### config.mk
export PLATFORM = sky130hd
export DESIGN_NAME = daily_keyframe_light_interpolator_core_flat
export DESIGN_NICKNAME = d
export VERILOG_FILES = /design/src/hdl/kfli_pkg.sv /design/src/hdl/kfli_in_if.sv /design/src/hdl/kfli_out_if.sv /design/src/hdl/daily_keyframe_light_interpolator_core.sv /design/src/hdl/kfli_ram.sv /design/src/hdl/kfli_lane.sv /design/src/flat_wrapper.sv
export SDC_FILE = /design/constraint.sdc
export NUM_CORES = 2
export LEC_CHECK = 0
export BUFFER_PORTS_ARGS = -buffer_cell sky130_fd_sc_hd__clkbuf_2
export CORE_MARGIN = 4
export CORE_UTILIZATION = 40
export CTS_CLUSTER_SIZE = 30
export DETAILED_ROUTE_END_ITERATION = 8
export SLEW_MARGIN = 10
export SYNTH_ARGS = -nofsm -noshare
export SYNTH_HDL_FRONTEND = slang
export SYNTH_SLANG_ARGS = --single-unit
### constraint.sdc
create_clock -name i_clk -period 26.9 [get_ports i_clk]
set_clock_uncertainty 0.05 [all_clocks]
set_input_delay 2.69 -clock i_clk [delete_from_list [all_inputs] [get_ports i_clk]]
set_output_delay 2.69 -clock i_clk [all_outputs]
set_load 0.01 [all_outputs]
### src/hdl/kfli_pkg.sv
// ============================================================================
// kfli_pkg: shared types and constants of the daily keyframe light interpolator
// Field widths, fixed-point constants, register and action codes, the table
// entry layout and the state encodings of the top level and the channel lanes.
// ============================================================================
package kfli_pkg;

    // Field widths
    localparam int TIME_W    = 17;
    localparam int LVL_W     = 14;
    localparam int OUT_W     = 13;
    localparam int FAN_W     = 14;
    localparam int SCALE_W   = 17;
    localparam int INDEX_W   = 4;
    localparam int COUNT_W   = 5;
    localparam int CFG_IDX_W = 1;
    localparam int CFG_DAT_W = 5;
    localparam int CHANNELS  = 3;

    // Signed width that holds every elapsed time and span, wrap included
    localparam int SPAN_W  = 20;
    // Unsigned width of a span once it is known to be positive
    localparam int E_W     = 18;
    localparam int SUM_W   = 15;
    localparam int QUOT_W  = 12;

    // Constants of the light curve
    localparam int unsigned DAY_SECONDS       = 86400;
    localparam int unsigned LEVEL_CAP         = 6000;
    localparam int unsigned FAN_FLOOR         = 4000;
    localparam int unsigned FAN_SUM_THRESHOLD = 1500;
    localparam int unsigned Q16_ONE           = 65536;
    localparam int unsigned ROUND_HALF        = 32768;
    localparam int unsigned Q16_SHIFT         = 16;
    // x / 10 equals (x * 52429) >> 19 for every 16-bit x
    localparam int unsigned DIV10_RECIP       = 52429;
    localparam int unsigned DIV10_SHIFT       = 19;

    // Channel order inside a level vector
    localparam int CH_BLUE  = 0;
    localparam int CH_WHITE = 1;
    localparam int CH_UV    = 2;

    // Configuration register indexes
    localparam logic [CFG_IDX_W-1:0] CFG_KEYFRAME_COUNT = 1'b0;
    localparam logic [CFG_IDX_W-1:0] CFG_FAN_OVERRIDE   = 1'b1;

    // Input word actions
    localparam logic ACT_LOAD = 1'b0;
    localparam logic ACT_EVAL = 1'b1;

    typedef logic [CHANNELS-1:0][LVL_W-1:0] t_lv;

    typedef struct packed {
        logic [TIME_W-1:0] t;
        t_lv               lv;
    } t_entry;

    localparam int ENTRY_W = $bits(t_entry);

    // Command from the sequencer to one channel lane
    typedef struct packed {
        logic               start;
        logic               interp;
        logic [LVL_W-1:0]   base;
        logic [LVL_W-1:0]   other;
        logic [E_W-1:0]     e;
        logic [E_W-1:0]     dt;
        logic [SCALE_W-1:0] scale;
    } t_lane_cmd;

    // Response of one channel lane
    typedef struct packed {
        logic             done;
        logic [OUT_W-1:0] level;
    } t_lane_rsp;

    typedef enum logic [2:0] {
        ST_IDLE,
        ST_SCAN,
        ST_SELECT,
        ST_CLAMP,
        ST_LANES,
        ST_SUM,
        ST_FAN,
        ST_DONE
    } t_state;

    typedef enum logic [2:0] {
        LS_IDLE,
        LS_MUL_D,
        LS_ROUND,
        LS_DIV,
        LS_FIX,
        LS_MUL_S,
        LS_CAP
    } t_lane_state;

endpackage

### src/hdl/kfli_in_if.sv
// ============================================================================
// kfli_in_if: input channel of the keyframe light interpolator
// Valid/ready channel that carries one load or evaluate word.
// ============================================================================
interface kfli_in_if;
    import kfli_pkg::*;

    logic               valid;
    logic               ready;
    logic               action;
    logic [INDEX_W-1:0] entry_index;
    logic [TIME_W-1:0]  entry_time;
    logic [LVL_W-1:0]   entry_blue;
    logic [LVL_W-1:0]   entry_white;
    logic [LVL_W-1:0]   entry_uv;
    logic [TIME_W-1:0]  second_of_day;
    logic [SCALE_W-1:0] accl_scale;

    modport source (
        output valid, action, entry_index, entry_time, entry_blue, entry_white,
               entry_uv, second_of_day, accl_scale,
        input  ready
    );

    modport sink (
        input  valid, action, entry_index, entry_time, entry_blue, entry_white,
               entry_uv, second_of_day, accl_scale,
        output ready
    );

endinterface

### src/hdl/kfli_out_if.sv
// ============================================================================
// kfli_out_if: result channel of the keyframe light interpolator
// Valid/ready channel that carries the three light levels and the fan level.
// ============================================================================
interface kfli_out_if;
    import kfli_pkg::*;

    logic             valid;
    logic             ready;
    logic [OUT_W-1:0] level_blue;
    logic [OUT_W-1:0] level_white;
    logic [OUT_W-1:0] level_uv;
    logic [FAN_W-1:0] fan_level;
    logic             fan_valid;

    modport source (
        output valid, level_blue, level_white, level_uv, fan_level, fan_valid,
        input  ready
    );

    modport sink (
        input  valid, level_blue, level_white, level_uv, fan_level, fan_valid,
        output ready
    );

endinterface

### src/hdl/daily_keyframe_light_interpolator_core.sv
// ============================================================================
// daily_keyframe_light_interpolator_core: daily lighting keyframe interpolator
// Operation: a load word is written to the table as it is taken. An evaluate
//   word scans the table (one RAM read per cycle), then runs the bit-serial
//   multiply, divide and scale in each channel lane when it blends two
//   keyframes, and only the bit-serial scale when it holds one.
// Throughput: one evaluate word at a time; the next word is taken while a
//   finished result still waits in the output register.
// Reset: clears control state and both configuration registers; the keyframe
//   table is undefined until loaded and gets no clearing pass.
// ============================================================================
module daily_keyframe_light_interpolator_core #(
    parameter int MAX_KEYFRAMES = 16
) (
    input  logic                           i_clk,
    input  logic                           i_rst_n,
    input  logic                           i_cfg_we,
    input  logic [kfli_pkg::CFG_IDX_W-1:0] i_cfg_idx,
    input  logic [kfli_pkg::CFG_DAT_W-1:0] i_cfg_data,
    kfli_in_if.sink                        i_in,
    kfli_out_if.source                     o_out
);
    import kfli_pkg::*;

    localparam int AW = $clog2(MAX_KEYFRAMES);
    localparam int CW = $clog2(MAX_KEYFRAMES + 1);

    t_state                     r_state, n_state;
    logic [COUNT_W-1:0]         r_kf_count, n_kf_count;
    logic                       r_fan_ovr, n_fan_ovr;
    logic [TIME_W-1:0]          r_s, n_s;
    logic [SCALE_W-1:0]         r_scale, n_scale;
    logic [CW-1:0]              r_n, n_n;
    logic [CW-1:0]              r_rd_addr, n_rd_addr;
    logic                       r_rd_pend, n_rd_pend;
    logic [CW-1:0]              r_rd_idx, n_rd_idx;
    t_entry                     r_first, n_first;
    t_entry                     r_last, n_last;
    t_entry                     r_lo, n_lo;
    t_entry                     r_hi, n_hi;
    logic [CW-1:0]              r_lo_idx, n_lo_idx;
    logic [CW-1:0]              r_hi_idx, n_hi_idx;
    logic                       r_lo_found, n_lo_found;
    logic                       r_hi_found, n_hi_found;
    t_lv                        r_k1, n_k1;
    t_lv                        r_k2, n_k2;
    logic signed [SPAN_W-1:0]   r_e, n_e;
    logic signed [SPAN_W-1:0]   r_dt, n_dt;
    logic                       r_blend, n_blend;
    logic [CHANNELS-1:0][OUT_W-1:0] r_lvl, n_lvl;
    logic [SUM_W-1:0]           r_sum, n_sum;
    logic [QUOT_W-1:0]          r_fan_q, n_fan_q;
    logic                       r_out_valid, n_out_valid;
    logic [CHANNELS-1:0][OUT_W-1:0] r_out_lvl, n_out_lvl;
    logic [FAN_W-1:0]           r_out_fan, n_out_fan;
    logic                       r_out_fan_valid, n_out_fan_valid;

    logic                       in_acc;
    logic                       ram_we;
    logic [AW-1:0]              ram_waddr;
    t_entry                     ram_wdata;
    logic [ENTRY_W-1:0]         ram_rdata;
    t_entry                     rd_entry;
    logic [CW-1:0]              n_eff;
    t_lane_cmd [CHANNELS-1:0]   lane_cmd;
    t_lane_rsp [CHANNELS-1:0]   lane_rsp;
    logic                       lanes_done;
    logic                       hold;
    logic                       take_k2;
    logic signed [SPAN_W-1:0]   wrap_base;
    logic [SUM_W:0]             fan_x;
    logic [2*(SUM_W+1)-1:0]     fan_prod;
    logic [FAN_W-1:0]           fan_val;

    assign in_acc     = i_in.valid && i_in.ready;
    assign i_in.ready = (r_state == ST_IDLE);
    assign rd_entry   = t_entry'(ram_rdata);

    // Keyframe table
    kfli_ram #(
        .WIDTH (ENTRY_W),
        .DEPTH (MAX_KEYFRAMES)
    ) u_table (
        .i_clk   (i_clk),
        .i_we    (ram_we),
        .i_waddr (ram_waddr),
        .i_wdata (ram_wdata),
        .i_raddr (r_rd_addr[AW-1:0]),
        .o_rdata (ram_rdata)
    );

    // One serial lane per light channel
    for (genvar c = 0; c < CHANNELS; c++) begin : g_lane
        kfli_lane u_lane (
            .i_clk   (i_clk),
            .i_rst_n (i_rst_n),
            .i_cmd   (lane_cmd[c]),
            .o_rsp   (lane_rsp[c])
        );
    end

    // Span and clamp decisions shared by all channels
    always_comb begin
        hold    = !r_blend || (r_dt <= 0) || (r_e <= 0);
        take_k2 = !hold && (r_e >= r_dt);
        lanes_done = 1'b1;
        for (int c = 0; c < CHANNELS; c++) begin
            lane_cmd[c].start  = (r_state == ST_CLAMP);
            lane_cmd[c].interp = !hold && !take_k2;
            lane_cmd[c].base   = take_k2 ? r_k2[c] : r_k1[c];
            lane_cmd[c].other  = r_k2[c];
            lane_cmd[c].e      = r_e[E_W-1:0];
            lane_cmd[c].dt     = r_dt[E_W-1:0];
            lane_cmd[c].scale  = r_scale;
            lanes_done         = lanes_done && lane_rsp[c].done;
        end
    end

    // Main sequencer
    always_comb begin
        n_state         = r_state;
        n_kf_count      = r_kf_count;
        n_fan_ovr       = r_fan_ovr;
        n_s             = r_s;
        n_scale         = r_scale;
        n_n             = r_n;
        n_rd_addr       = r_rd_addr;
        n_rd_pend       = r_rd_pend;
        n_rd_idx        = r_rd_idx;
        n_first         = r_first;
        n_last          = r_last;
        n_lo            = r_lo;
        n_hi            = r_hi;
        n_lo_idx        = r_lo_idx;
        n_hi_idx        = r_hi_idx;
        n_lo_found      = r_lo_found;
        n_hi_found      = r_hi_found;
        n_k1            = r_k1;
        n_k2            = r_k2;
        n_e             = r_e;
        n_dt            = r_dt;
        n_blend         = r_blend;
        n_lvl           = r_lvl;
        n_sum           = r_sum;
        n_fan_q         = r_fan_q;
        n_out_valid     = r_out_valid;
        n_out_lvl       = r_out_lvl;
        n_out_fan       = r_out_fan;
        n_out_fan_valid = r_out_fan_valid;

        ram_we    = 1'b0;
        ram_waddr = AW'(i_in.entry_index);
        ram_wdata.t             = i_in.entry_time;
        ram_wdata.lv[CH_BLUE]   = i_in.entry_blue;
        ram_wdata.lv[CH_WHITE]  = i_in.entry_white;
        ram_wdata.lv[CH_UV]     = i_in.entry_uv;

        // Keyframe count, saturated at the table depth
        n_eff = (32'(r_kf_count) > MAX_KEYFRAMES) ? CW'(MAX_KEYFRAMES) : CW'(r_kf_count);

        wrap_base = SPAN_W'(DAY_SECONDS) - $signed({3'b000, r_last.t});
        fan_x     = {r_sum, 1'b0} + (SUM_W+1)'(5);
        fan_prod  = (2*(SUM_W+1))'(fan_x) * (2*(SUM_W+1))'(DIV10_RECIP);
        fan_val   = (32'(r_sum) > FAN_SUM_THRESHOLD) ? (FAN_W'(FAN_FLOOR) + FAN_W'(r_fan_q))
                                                    : FAN_W'(FAN_FLOOR);

        // Result word leaves the output register
        if (r_out_valid && o_out.ready) begin
            n_out_valid = 1'b0;
        end

        // Configuration writes
        if (i_cfg_we) begin
            unique case (i_cfg_idx)
                CFG_KEYFRAME_COUNT: n_kf_count = i_cfg_data;
                CFG_FAN_OVERRIDE:   n_fan_ovr  = i_cfg_data[0];
            endcase
        end

        unique case (r_state)
            ST_IDLE: begin
                if (in_acc) begin
                    if (i_in.action == ACT_LOAD) begin
                        ram_we = (32'(i_in.entry_index) < MAX_KEYFRAMES);
                    end else begin
                        n_s        = i_in.second_of_day;
                        n_scale    = (32'(i_in.accl_scale) > Q16_ONE) ? SCALE_W'(Q16_ONE)
                                                                      : i_in.accl_scale;
                        n_n        = n_eff;
                        n_rd_addr  = '0;
                        n_rd_pend  = 1'b0;
                        n_lo_found = 1'b0;
                        n_hi_found = 1'b0;
                        n_state    = ST_SCAN;
                    end
                end
            end
            ST_SCAN: begin
                // Issue one read per cycle
                if (r_rd_addr != r_n) begin
                    n_rd_addr = r_rd_addr + 1'b1;
                    n_rd_pend = 1'b1;
                    n_rd_idx  = r_rd_addr;
                end else begin
                    n_rd_pend = 1'b0;
                end
                // Track first, last and the bounding keyframes as entries return
                if (r_rd_pend) begin
                    if (r_rd_idx == '0) begin
                        n_first = rd_entry;
                    end
                    if (r_rd_idx == r_n - CW'(1)) begin
                        n_last = rd_entry;
                    end
                    if (rd_entry.t <= r_s) begin
                        n_lo       = rd_entry;
                        n_lo_idx   = r_rd_idx;
                        n_lo_found = 1'b1;
                    end
                    if (rd_entry.t >= r_s && !r_hi_found) begin
                        n_hi       = rd_entry;
                        n_hi_idx   = r_rd_idx;
                        n_hi_found = 1'b1;
                    end
                end
                if (r_rd_addr == r_n && !r_rd_pend) begin
                    n_state = ST_SELECT;
                end
            end
            ST_SELECT: begin
                // Pick the pair to blend and form elapsed time and span
                n_k2    = r_first.lv;
                n_dt    = wrap_base + $signed({3'b000, r_first.t});
                n_e     = $signed({3'b000, r_s}) - $signed({3'b000, r_last.t});
                n_blend = 1'b1;
                n_k1    = r_last.lv;
                priority if (r_n == '0) begin
                    n_k1    = '0;
                    n_blend = 1'b0;
                end else if (r_n == CW'(1)) begin
                    n_k1    = r_first.lv;
                    n_blend = 1'b0;
                end else if (!r_lo_found) begin
                    // Before the first keyframe: wrap back from the last one
                    n_e = wrap_base + $signed({3'b000, r_s});
                end else if (!r_hi_found || r_lo_idx == r_n - CW'(1)) begin
                    // After the last keyframe: wrap forward to the first one
                end else if (r_lo_idx == r_hi_idx) begin
                    n_k1    = r_lo.lv;
                    n_blend = 1'b0;
                end else begin
                    n_k1 = r_lo.lv;
                    n_k2 = r_hi.lv;
                    n_dt = $signed({3'b000, r_hi.t}) - $signed({3'b000, r_lo.t});
                    n_e  = $signed({3'b000, r_s}) - $signed({3'b000, r_lo.t});
                end
                n_state = ST_CLAMP;
            end
            ST_CLAMP: begin
                n_state = ST_LANES;
            end
            ST_LANES: begin
                if (lanes_done) begin
                    for (int c = 0; c < CHANNELS; c++) begin
                        n_lvl[c] = lane_rsp[c].level;
                    end
                    n_state = ST_SUM;
                end
            end
            ST_SUM: begin
                n_sum   = SUM_W'(r_lvl[CH_BLUE]) + SUM_W'(r_lvl[CH_WHITE])
                        + SUM_W'(r_lvl[CH_UV]);
                n_state = ST_FAN;
            end
            ST_FAN: begin
                // Rounded sum / 5 through a reciprocal multiply; never above the ceiling
                n_fan_q = fan_prod[DIV10_SHIFT +: QUOT_W];
                n_state = ST_DONE;
            end
            ST_DONE: begin
                if (!r_out_valid || o_out.ready) begin
                    n_out_valid     = 1'b1;
                    n_out_lvl       = r_lvl;
                    n_out_fan       = r_fan_ovr ? '0 : fan_val;
                    n_out_fan_valid = !r_fan_ovr;
                    n_state         = ST_IDLE;
                end
            end
            default: begin
                n_state = ST_IDLE;
            end
        endcase
    end

    // Control registers
    always_ff @(posedge i_clk) begin
        if (!i_rst_n) begin
            r_state     <= ST_IDLE;
            r_kf_count  <= '0;
            r_fan_ovr   <= 1'b0;
            r_rd_pend   <= 1'b0;
            r_out_valid <= 1'b0;
        end else begin
            r_state     <= n_state;
            r_kf_count  <= n_kf_count;
            r_fan_ovr   <= n_fan_ovr;
            r_rd_pend   <= n_rd_pend;
            r_out_valid <= n_out_valid;
        end
    end

    // Datapath registers
    always_ff @(posedge i_clk) begin
        r_s             <= n_s;
        r_scale         <= n_scale;
        r_n             <= n_n;
        r_rd_addr       <= n_rd_addr;
        r_rd_idx        <= n_rd_idx;
        r_first         <= n_first;
        r_last          <= n_last;
        r_lo            <= n_lo;
        r_hi            <= n_hi;
        r_lo_idx        <= n_lo_idx;
        r_hi_idx        <= n_hi_idx;
        r_lo_found      <= n_lo_found;
        r_hi_found      <= n_hi_found;
        r_k1            <= n_k1;
        r_k2            <= n_k2;
        r_e             <= n_e;
        r_dt            <= n_dt;
        r_blend         <= n_blend;
        r_lvl           <= n_lvl;
        r_sum           <= n_sum;
        r_fan_q         <= n_fan_q;
        r_out_lvl       <= n_out_lvl;
        r_out_fan       <= n_out_fan;
        r_out_fan_valid <= n_out_fan_valid;
    end

    assign o_out.valid       = r_out_valid;
    assign o_out.level_blue  = r_out_lvl[CH_BLUE];
    assign o_out.level_white = r_out_lvl[CH_WHITE];
    assign o_out.level_uv    = r_out_lvl[CH_UV];
    assign o_out.fan_level   = r_out_fan;
    assign o_out.fan_valid   = r_out_fan_valid;

    // Lanes only report while the sequencer waits for them
    a_lanes_in_wait: assert property (@(posedge i_clk) disable iff (!i_rst_n)
        lanes_done |-> r_state == ST_LANES)
        else $error("lane result outside the wait state");

    // Table writes come only from a load word taken in idle
    a_write_idle: assert property (@(posedge i_clk) disable iff (!i_rst_n)
        ram_we |-> (r_state == ST_IDLE && i_in.valid && i_in.action == ACT_LOAD))
        else $error("table write outside a load word");

    // No table read is in flight once the scan has finished
    a_scan_quiet: assert property (@(posedge i_clk) disable iff (!i_rst_n)
        r_state == ST_IDLE |-> !r_rd_pend)
        else $error("scan read pending in idle");

    // A finished evaluation always lands in the output register
    a_done_lands: assert property (@(posedge i_clk) disable iff (!i_rst_n)
        (r_state == ST_DONE && (!r_out_valid || o_out.ready)) |=> r_out_valid)
        else $error("result word lost");

    // Levels respect the cap and the fan level is zero when not produced
    a_result_range: assert property (@(posedge i_clk) disable iff (!i_rst_n)
        o_out.valid |-> (32'(o_out.level_blue) <= LEVEL_CAP
                         && 32'(o_out.level_white) <= LEVEL_CAP
                         && 32'(o_out.level_uv) <= LEVEL_CAP
                         && (o_out.fan_valid || o_out.fan_level == '0)))
        else $error("result word out of range");

endmodule

### src/hdl/kfli_ram.sv
// ============================================================================
// kfli_ram: generic single-port-write, single-port-read RAM
// One write and one read per cycle; read data is registered.
// ============================================================================
module kfli_ram #(
    parameter int WIDTH = 8,
    parameter int DEPTH = 16
) (
    input  logic                     i_clk,
    input  logic                     i_we,
    input  logic [$clog2(DEPTH)-1:0] i_waddr,
    input  logic [WIDTH-1:0]         i_wdata,
    input  logic [$clog2(DEPTH)-1:0] i_raddr,
    output logic [WIDTH-1:0]         o_rdata
);

    logic [WIDTH-1:0] r_mem [DEPTH];
    logic [WIDTH-1:0] r_rdata;

    // Write port and registered read port
    always_ff @(posedge i_clk) begin
        if (i_we) begin
            r_mem[i_waddr] <= i_wdata;
        end
        r_rdata <= r_mem[i_raddr];
    end

    assign o_rdata = r_rdata;

endmodule

### src/hdl/kfli_lane.sv
// ============================================================================
// kfli_lane: bit-serial interpolate, scale and cap for one light channel
// Shift-add multiply of the level step by the elapsed time, restoring divide
// by the span with rounding, then shift-add multiply by the Q16 scale.
// ============================================================================
module kfli_lane (
    input  logic                i_clk,
    input  logic                i_rst_n,
    input  kfli_pkg::t_lane_cmd i_cmd,
    output kfli_pkg::t_lane_rsp o_rsp
);
    import kfli_pkg::*;

    // Product register: multiplicand-wide upper half, multiplier-wide lower half
    localparam int MC_W  = E_W;
    localparam int P_W   = MC_W + SCALE_W;
    localparam int NUM_W = E_W + LVL_W + 1;
    localparam int REM_W = E_W + 1;
    localparam int RND_W = LVL_W + SCALE_W;
    localparam int CNT_W = $clog2(SCALE_W);

    t_lane_state        r_state, n_state;
    logic [CNT_W-1:0]   r_cnt, n_cnt;
    logic [P_W-1:0]     r_p, n_p;
    logic [MC_W-1:0]    r_mcand, n_mcand;
    logic [REM_W-1:0]   r_rem, n_rem;
    logic [LVL_W-1:0]   r_qs, n_qs;
    logic [E_W-1:0]     r_dt, n_dt;
    logic [LVL_W-1:0]   r_a, n_a;
    logic               r_flip, n_flip;
    logic [SCALE_W-1:0] r_scale, n_scale;
    logic [OUT_W-1:0]   r_level, n_level;
    logic               r_done, n_done;

    logic [MC_W:0]      mul_sum;
    logic [LVL_W-1:0]   diff;
    logic [NUM_W-1:0]   num;
    logic [REM_W-1:0]   trial;
    logic               ge;
    logic [LVL_W-1:0]   lvl;
    logic [RND_W-1:0]   rnd;
    logic [RND_W-Q16_SHIFT-1:0] scaled;

    // Sequencer and serial datapath
    always_comb begin
        n_state = r_state;
        n_cnt   = r_cnt;
        n_p     = r_p;
        n_mcand = r_mcand;
        n_rem   = r_rem;
        n_qs    = r_qs;
        n_dt    = r_dt;
        n_a     = r_a;
        n_flip  = r_flip;
        n_scale = r_scale;
        n_level = r_level;
        n_done  = 1'b0;

        // One shift-add step: add the multiplicand when the multiplier bit is set
        mul_sum = {1'b0, r_p[P_W-1:SCALE_W]} + (r_p[0] ? {1'b0, r_mcand} : '0);
        diff    = (i_cmd.other < i_cmd.base) ? (i_cmd.base - i_cmd.other)
                                             : (i_cmd.other - i_cmd.base);
        num     = r_p[NUM_W-1:0] + NUM_W'(r_dt[E_W-1:1]);
        trial   = {r_rem[E_W-1:0], r_qs[LVL_W-1]};
        ge      = (trial >= {1'b0, r_dt});
        lvl     = r_flip ? (r_a - r_qs) : (r_a + r_qs);
        rnd     = r_p[RND_W-1:0] + RND_W'(ROUND_HALF);
        scaled  = rnd[RND_W-1:Q16_SHIFT];

        unique case (r_state)
            LS_IDLE: begin
                if (i_cmd.start) begin
                    n_a     = i_cmd.base;
                    n_scale = i_cmd.scale;
                    n_cnt   = '0;
                    if (i_cmd.interp) begin
                        n_flip  = (i_cmd.other < i_cmd.base);
                        n_p     = {MC_W'(0), SCALE_W'(diff)};
                        n_mcand = i_cmd.e;
                        n_dt    = i_cmd.dt;
                        n_state = LS_MUL_D;
                    end else begin
                        n_p     = {MC_W'(0), i_cmd.scale};
                        n_mcand = MC_W'(i_cmd.base);
                        n_state = LS_MUL_S;
                    end
                end
            end
            LS_MUL_D: begin
                n_p   = {mul_sum, r_p[SCALE_W-1:1]};
                n_cnt = r_cnt + 1'b1;
                if (r_cnt == CNT_W'(SCALE_W - 1)) begin
                    n_state = LS_ROUND;
                end
            end
            LS_ROUND: begin
                // Add half the span for round to nearest, then split for the divide
                n_rem   = num[NUM_W-1:LVL_W];
                n_qs    = num[LVL_W-1:0];
                n_cnt   = '0;
                n_state = LS_DIV;
            end
            LS_DIV: begin
                n_rem = ge ? (trial - {1'b0, r_dt}) : trial;
                n_qs  = {r_qs[LVL_W-2:0], ge};
                n_cnt = r_cnt + 1'b1;
                if (r_cnt == CNT_W'(LVL_W - 1)) begin
                    n_state = LS_FIX;
                end
            end
            LS_FIX: begin
                n_p     = {MC_W'(0), r_scale};
                n_mcand = MC_W'(lvl);
                n_cnt   = '0;
                n_state = LS_MUL_S;
            end
            LS_MUL_S: begin
                n_p   = {mul_sum, r_p[SCALE_W-1:1]};
                n_cnt = r_cnt + 1'b1;
                if (r_cnt == CNT_W'(SCALE_W - 1)) begin
                    n_state = LS_CAP;
                end
            end
            LS_CAP: begin
                n_level = (32'(scaled) > LEVEL_CAP) ? OUT_W'(LEVEL_CAP) : scaled[OUT_W-1:0];
                n_done  = 1'b1;
                n_state = LS_IDLE;
            end
            default: begin
                n_state = LS_IDLE;
            end
        endcase
    end

    // Control registers
    always_ff @(posedge i_clk) begin
        if (!i_rst_n) begin
            r_state <= LS_IDLE;
            r_done  <= 1'b0;
        end else begin
            r_state <= n_state;
            r_done  <= n_done;
        end
    end

    // Datapath registers
    always_ff @(posedge i_clk) begin
        r_cnt   <= n_cnt;
        r_p     <= n_p;
        r_mcand <= n_mcand;
        r_rem   <= n_rem;
        r_qs    <= n_qs;
        r_dt    <= n_dt;
        r_a     <= n_a;
        r_flip  <= n_flip;
        r_scale <= n_scale;
        r_level <= n_level;
    end

    assign o_rsp.done  = r_done;
    assign o_rsp.level = r_level;

    // A command only arrives while the lane is free
    a_start_idle: assert property (@(posedge i_clk) disable iff (!i_rst_n)
        i_cmd.start |-> r_state == LS_IDLE)
        else $error("lane started while busy");

    // The divide quotient never exceeds the level step, so the remainder stays below the span
    a_rem_bound: assert property (@(posedge i_clk) disable iff (!i_rst_n)
        r_state == LS_DIV |-> r_rem < {1'b0, r_dt})
        else $error("divide remainder out of range");

    // The result is announced in the cycle after the cap state
    a_done_after_cap: assert property (@(posedge i_clk) disable iff (!i_rst_n)
        r_state == LS_CAP |=> r_done)
        else $error("lane result lost");

endmodule

### src/flat_wrapper.sv
// flat-port wrapper written by rule: the top's interface ports become plain ports
module daily_keyframe_light_interpolator_core_flat import kfli_pkg::*;
#(
    parameter int MAX_KEYFRAMES = 16
)
  (i_clk, i_rst_n, i_cfg_we, i_cfg_idx, i_cfg_data, i_in_valid, i_in_action, i_in_entry_index, i_in_entry_time, i_in_entry_blue, i_in_entry_white, i_in_entry_uv, i_in_second_of_day, i_in_accl_scale, i_in_ready, o_out_valid, o_out_level_blue, o_out_level_white, o_out_level_uv, o_out_fan_level, o_out_fan_valid, o_out_ready);
  kfli_in_if i_in_i ();
  kfli_out_if o_out_i ();
  input  logic i_clk;
  input  logic i_rst_n;
  input  logic i_cfg_we;
  input  logic [kfli_pkg::CFG_IDX_W-1:0] i_cfg_idx;
  input  logic [kfli_pkg::CFG_DAT_W-1:0] i_cfg_data;
  input wire logic [$bits(i_in_i.valid)-1:0] i_in_valid;
  input wire logic [$bits(i_in_i.action)-1:0] i_in_action;
  input wire logic [$bits(i_in_i.entry_index)-1:0] i_in_entry_index;
  input wire logic [$bits(i_in_i.entry_time)-1:0] i_in_entry_time;
  input wire logic [$bits(i_in_i.entry_blue)-1:0] i_in_entry_blue;
  input wire logic [$bits(i_in_i.entry_white)-1:0] i_in_entry_white;
  input wire logic [$bits(i_in_i.entry_uv)-1:0] i_in_entry_uv;
  input wire logic [$bits(i_in_i.second_of_day)-1:0] i_in_second_of_day;
  input wire logic [$bits(i_in_i.accl_scale)-1:0] i_in_accl_scale;
  output wire logic [$bits(i_in_i.ready)-1:0] i_in_ready;
  output wire logic [$bits(o_out_i.valid)-1:0] o_out_valid;
  output wire logic [$bits(o_out_i.level_blue)-1:0] o_out_level_blue;
  output wire logic [$bits(o_out_i.level_white)-1:0] o_out_level_white;
  output wire logic [$bits(o_out_i.level_uv)-1:0] o_out_level_uv;
  output wire logic [$bits(o_out_i.fan_level)-1:0] o_out_fan_level;
  output wire logic [$bits(o_out_i.fan_valid)-1:0] o_out_fan_valid;
  input wire logic [$bits(o_out_i.ready)-1:0] o_out_ready;
  assign i_in_i.valid = i_in_valid;
  assign i_in_i.action = i_in_action;
  assign i_in_i.entry_index = i_in_entry_index;
  assign i_in_i.entry_time = i_in_entry_time;
  assign i_in_i.entry_blue = i_in_entry_blue;
  assign i_in_i.entry_white = i_in_entry_white;
  assign i_in_i.entry_uv = i_in_entry_uv;
  assign i_in_i.second_of_day = i_in_second_of_day;
  assign i_in_i.accl_scale = i_in_accl_scale;
  assign i_in_ready = i_in_i.ready;
  assign o_out_valid = o_out_i.valid;
  assign o_out_level_blue = o_out_i.level_blue;
  assign o_out_level_white = o_out_i.level_white;
  assign o_out_level_uv = o_out_i.level_uv;
  assign o_out_fan_level = o_out_i.fan_level;
  assign o_out_fan_valid = o_out_i.fan_valid;
  assign o_out_i.ready = o_out_ready;
  daily_keyframe_light_interpolator_core #(.MAX_KEYFRAMES(MAX_KEYFRAMES)) u_core (.i_clk(i_clk), .i_rst_n(i_rst_n), .i_cfg_we(i_cfg_we), .i_cfg_idx(i_cfg_idx), .i_cfg_data(i_cfg_data), .i_in(i_in_i), .o_out(o_out_i));
endmodule
==> metrics.md <==
| Metric | Value |
|---|---|
| Outcome | completed |
| FF+latch count, synth | 2,026 |
| Final nets | between 8,000 and 9,000 |
| Largest net degree at the start of global routing | 162 |
| Least-Margin Pin Slew | about 1300 ps |
| Ys flop type | edfxtp_1 |
| Layout cells sized above 1 | about an eighth |
| Crit path buf inv count | 6 |
| Drt wl/cell | roughly 24 um |
| EDFF count, synth | around 2,000 |
| RSZ-0062 raised after global routing | false |
| Fin Hold WS | approximately 360 ps |
| Crit path max fanout | 7 |
| Sequential element share of the synthesized area | between 50% and 60% |
| Vias in the first global route | 61,078 |
| Initial antenna violation count | 24 |
| Maximum vdd drop | between 0.08 and 0.09 mV |
| DRT antenna net count | 0 |
| Most common cell on crit path | inv_1 |
| Critical Path RT | 27,400 ps |
| GR Overflow Total | 0 |
| Setup_tns | 0 ps |
| Syn Nets | just over 8,000 |
| Commonest non-fill, non-tap cell in the layout | edfxtp_1 |
| Critical path's largest stage delay | 500 ps |
| Initial Util | between 40% and 50% |
| Setup violators final | 0 |
| Fin crit period | approximately 7500 ps |
| Slowest cell on crit path | fa_1 |
| Root Buffer | clkbuf_16 |
| Syn_area_per_cell | approximately 14 um^2 |
| DRC Markers | 0 |
| Worst setup path class | reg2reg |
| Longest Clk Path Bufs | 3 |
| TritonCTS Buffers | between 200 and 250 |
| FILL cells | 22,233 |
| Max_slew headroom | approximately 14% |
| Largest delay share family, worst path | adder cells |
| Clk sink count | roughly 2,000 |
| Cts hold-fix bufs | 0 |
| Vias | between 60,000 and 70,000 |
| Die footprint | ~260,000 um^2 |
| Yosys warning total | 0 |
| Fin crit share | between 20% and 30% |
| Via density | approximately 5.5 |
| Die width | 509.8 um |
| Setup Fix Bufs, Post-CTS | 0 |
| Post-Syn Area | between 100,000 and 150,000 um^2 |
| CTS tree | yes |
| Resize count post-CTS | 0 |
| GRT Total Usage | ~21% |
| Final Max Tran Viols | 0 |
| Hpwl dp | ~190 mm |
| Clock-pin slew on the worst setup and hold paths | approximately 60 ps |
| Pre-Repair DR Iteration Count | 5 |
| Mapped Cells | approximately 7,400 |
| Total wire length | 272.1 mm |
| Async S/R FF share, synth | 0% |
| Clock latency on the worst-skew pair | 890 ps |
| Placer Congestion | ~0.9 |
| Row cnt | 183 |
| Power per cell area | 93.98 nW/um^2 |
| Port bufs | 163 |
| Post-synth cell types | between 90 and 100 |
| Worst Setup End Kind | flop |
| H-tree Lvls | 4 |
| Maximum clock rate | ~130 MHz |
| Initial DRC Count | 5,516 |
| First-pass GRT wire length | between 400 and 500 mm |
| Min-delay worst type | reg2reg |
| Hold Fails Final Rpt | 0 |
| Area grow syn2layout | 12.23% |
| WP data arrival | approximately 8000 ps |
| DIE HEIGHT | 509.8 um |
| Most frequent cells in the layout | 1,944 x edfxtp_1, 561 x ha_1, 514 x inv_1 |
| # Max-Cap Violations | 0 |
| I/O pins | around 170 |
| Core ar. | about 250,000 um^2 |
| Startpoint types | flop |
| Leak | slightly above 40 nW |
==> cells by family after synthesis <==
family          after synthesis  synth area share (%)
xor+xnor                    443                 3.852
simple gates               1730                 8.206
other cells                   1              0.003723
mux                         437                 8.017
flops                      2026                 59.59
compound gates             1382                 8.712
buf+inv                     765                 2.878
fa+ha+maj                   650                 8.739
==> per-layer routing <==
| layer | vias up | part of all wire (%) | GRT usage [%] | routed length, um |
|---|---|---|---|---|
| li1 | 28391 | - | - | - |
| met1 | 31072 | 43 | 28.39 | 118100 |
| met2 | 1826 | 48 | 33.86 | 129400 |
| met3 | 372 | 5.9 | 3.452 | 16110 |
| met4 | 18 | 3.1 | 6.002 | 8347 |
| met5 | - | 0.048 | 0 | 130 |
==> area by class of cell <==
cell class                 instances  area, um^2  area share [%]
inverter                         515        1933           1.710
timing repair buffer             245        1469           1.300
sequential                      2026       60020           53.10
antenna                            8       20.02         0.01771
clock buffer                     271        5689           5.033
tap                             3330        4167           3.686
multi-input combinational       4643       38060           33.67
clock inverter                   131        1677           1.483
==> registers in the layout, summed over array words and instances (netlist names), 51 cells and up <==
register                      count
u_core.u_table.r_mem            944
u_core.g_lane.u_lane.r_mcand     54
u_core.g_lane.u_lane.r_dt        54
u_core.r_last                    59
u_core.g_lane.u_lane.r_rem       54
u_core.g_lane.u_lane.r_p        105
u_core.r_lo                      59
u_core.r_first                   59
u_core.u_table.o_rdata           59
u_core.r_hi                      59
u_core.g_lane.u_lane.r_scale     51
==> cell usage after synthesis, types with 9 or more instances <==
| cell | instances | area (um^2) |
|---|---|---|
| a2111oi_0 | 11 | 96.34 |
| a211o_1 | 14 | 122.6 |
| a211oi_1 | 55 | 412.9 |
| a21boi_0 | 42 | 315.3 |
| a21o_1 | 97 | 728.2 |
| a21oi_1 | 397 | 1987 |
| a221o_1 | 17 | 170.2 |
| a22oi_1 | 47 | 352.8 |
| a311oi_1 | 10 | 87.58 |
| a31oi_1 | 35 | 219.0 |
| and2_1 | 106 | 663.1 |
| and3_1 | 66 | 412.9 |
| buf_1 | 47 | 176.4 |
| clkbuf_1 | 195 | 732.0 |
| dfxtp_1 | 82 | 1642 |
| edfxtp_1 | 1944 | 58380 |
| fa_1 | 89 | 1782 |
| ha_1 | 561 | 7019 |
| inv_1 | 515 | 1933 |
| mux2i_1 | 135 | 1351 |
| mux4_2 | 295 | 6644 |
| nand2_1 | 483 | 1813 |
| nand2b_1 | 53 | 331.6 |
| nand3_1 | 128 | 640.6 |
| nand3b_1 | 24 | 180.2 |
| nand4_1 | 40 | 250.2 |
| nor2_1 | 473 | 1775 |
| nor2b_1 | 99 | 619.3 |
| nor3_1 | 127 | 635.6 |
| nor3b_1 | 12 | 90.09 |
| nor4_1 | 22 | 137.6 |
| o211ai_1 | 27 | 202.7 |
| o21a_1 | 51 | 382.9 |
| o21ai_0 | 342 | 1712 |
| o21bai_1 | 48 | 360.4 |
| o22ai_1 | 18 | 112.6 |
| o31ai_1 | 50 | 375.4 |
| o41ai_1 | 14 | 122.6 |
| or2_2 | 24 | 150.1 |
| or3_1 | 34 | 212.7 |
| or4_1 | 9 | 67.56 |
| xnor2_1 | 290 | 2540 |
| xor2_1 | 153 | 1340 |
==> final timing paths <==
kind                                                    start                      endpoint  slack [ps]  cells after the start
min          u_core.g_lane[1].u_lane.r_level[0]$_SDFFCE_PN0P_    u_core.r_lvl[13]$_DFFE_PP_         360                      0
min reg2reg  u_core.g_lane[1].u_lane.r_level[0]$_SDFFCE_PN0P_    u_core.r_lvl[13]$_DFFE_PP_         360                      0
max reg2reg                         u_core.r_sum[1]$_DFFE_PP_  u_core.r_fan_q[11]$_DFFE_PP_       19370                     28
max                                 u_core.r_sum[1]$_DFFE_PP_  u_core.r_fan_q[11]$_DFFE_PP_       19370                     28
==> metrics by stage <==
| step | instances | setup slack [ps] | cell area (um^2) | total power, mW | utilization [%] |
|---|---|---|---|---|---|
| after floorplan | 7434 | 16340 | 100700 | 6.554 | - |
| after global placement | 10759 | 19360 | 105600 | 7.580 | 42.33 |
| after detailed placement | 10759 | 19290 | 105600 | 7.623 | 42.33 |
| after CTS | 11161 | 19260 | 113000 | 10.69 | 45.28 |
| after global routing | 11163 | 18870 | 113000 | 11.17 | 45.28 |
| final | 11169 | 19370 | 113000 | 10.62 | 45.29 |
==> where the power goes <==
part / internal [mW] / total [mW] / switching, mW
sequential: 3.97 / 4.32 / 0.343
clock: 1.77 / 3.05 / 1.28
combinational: 1.32 / 3.26 / 1.94
Note: power is estimated with default switching activity, not from simulation.
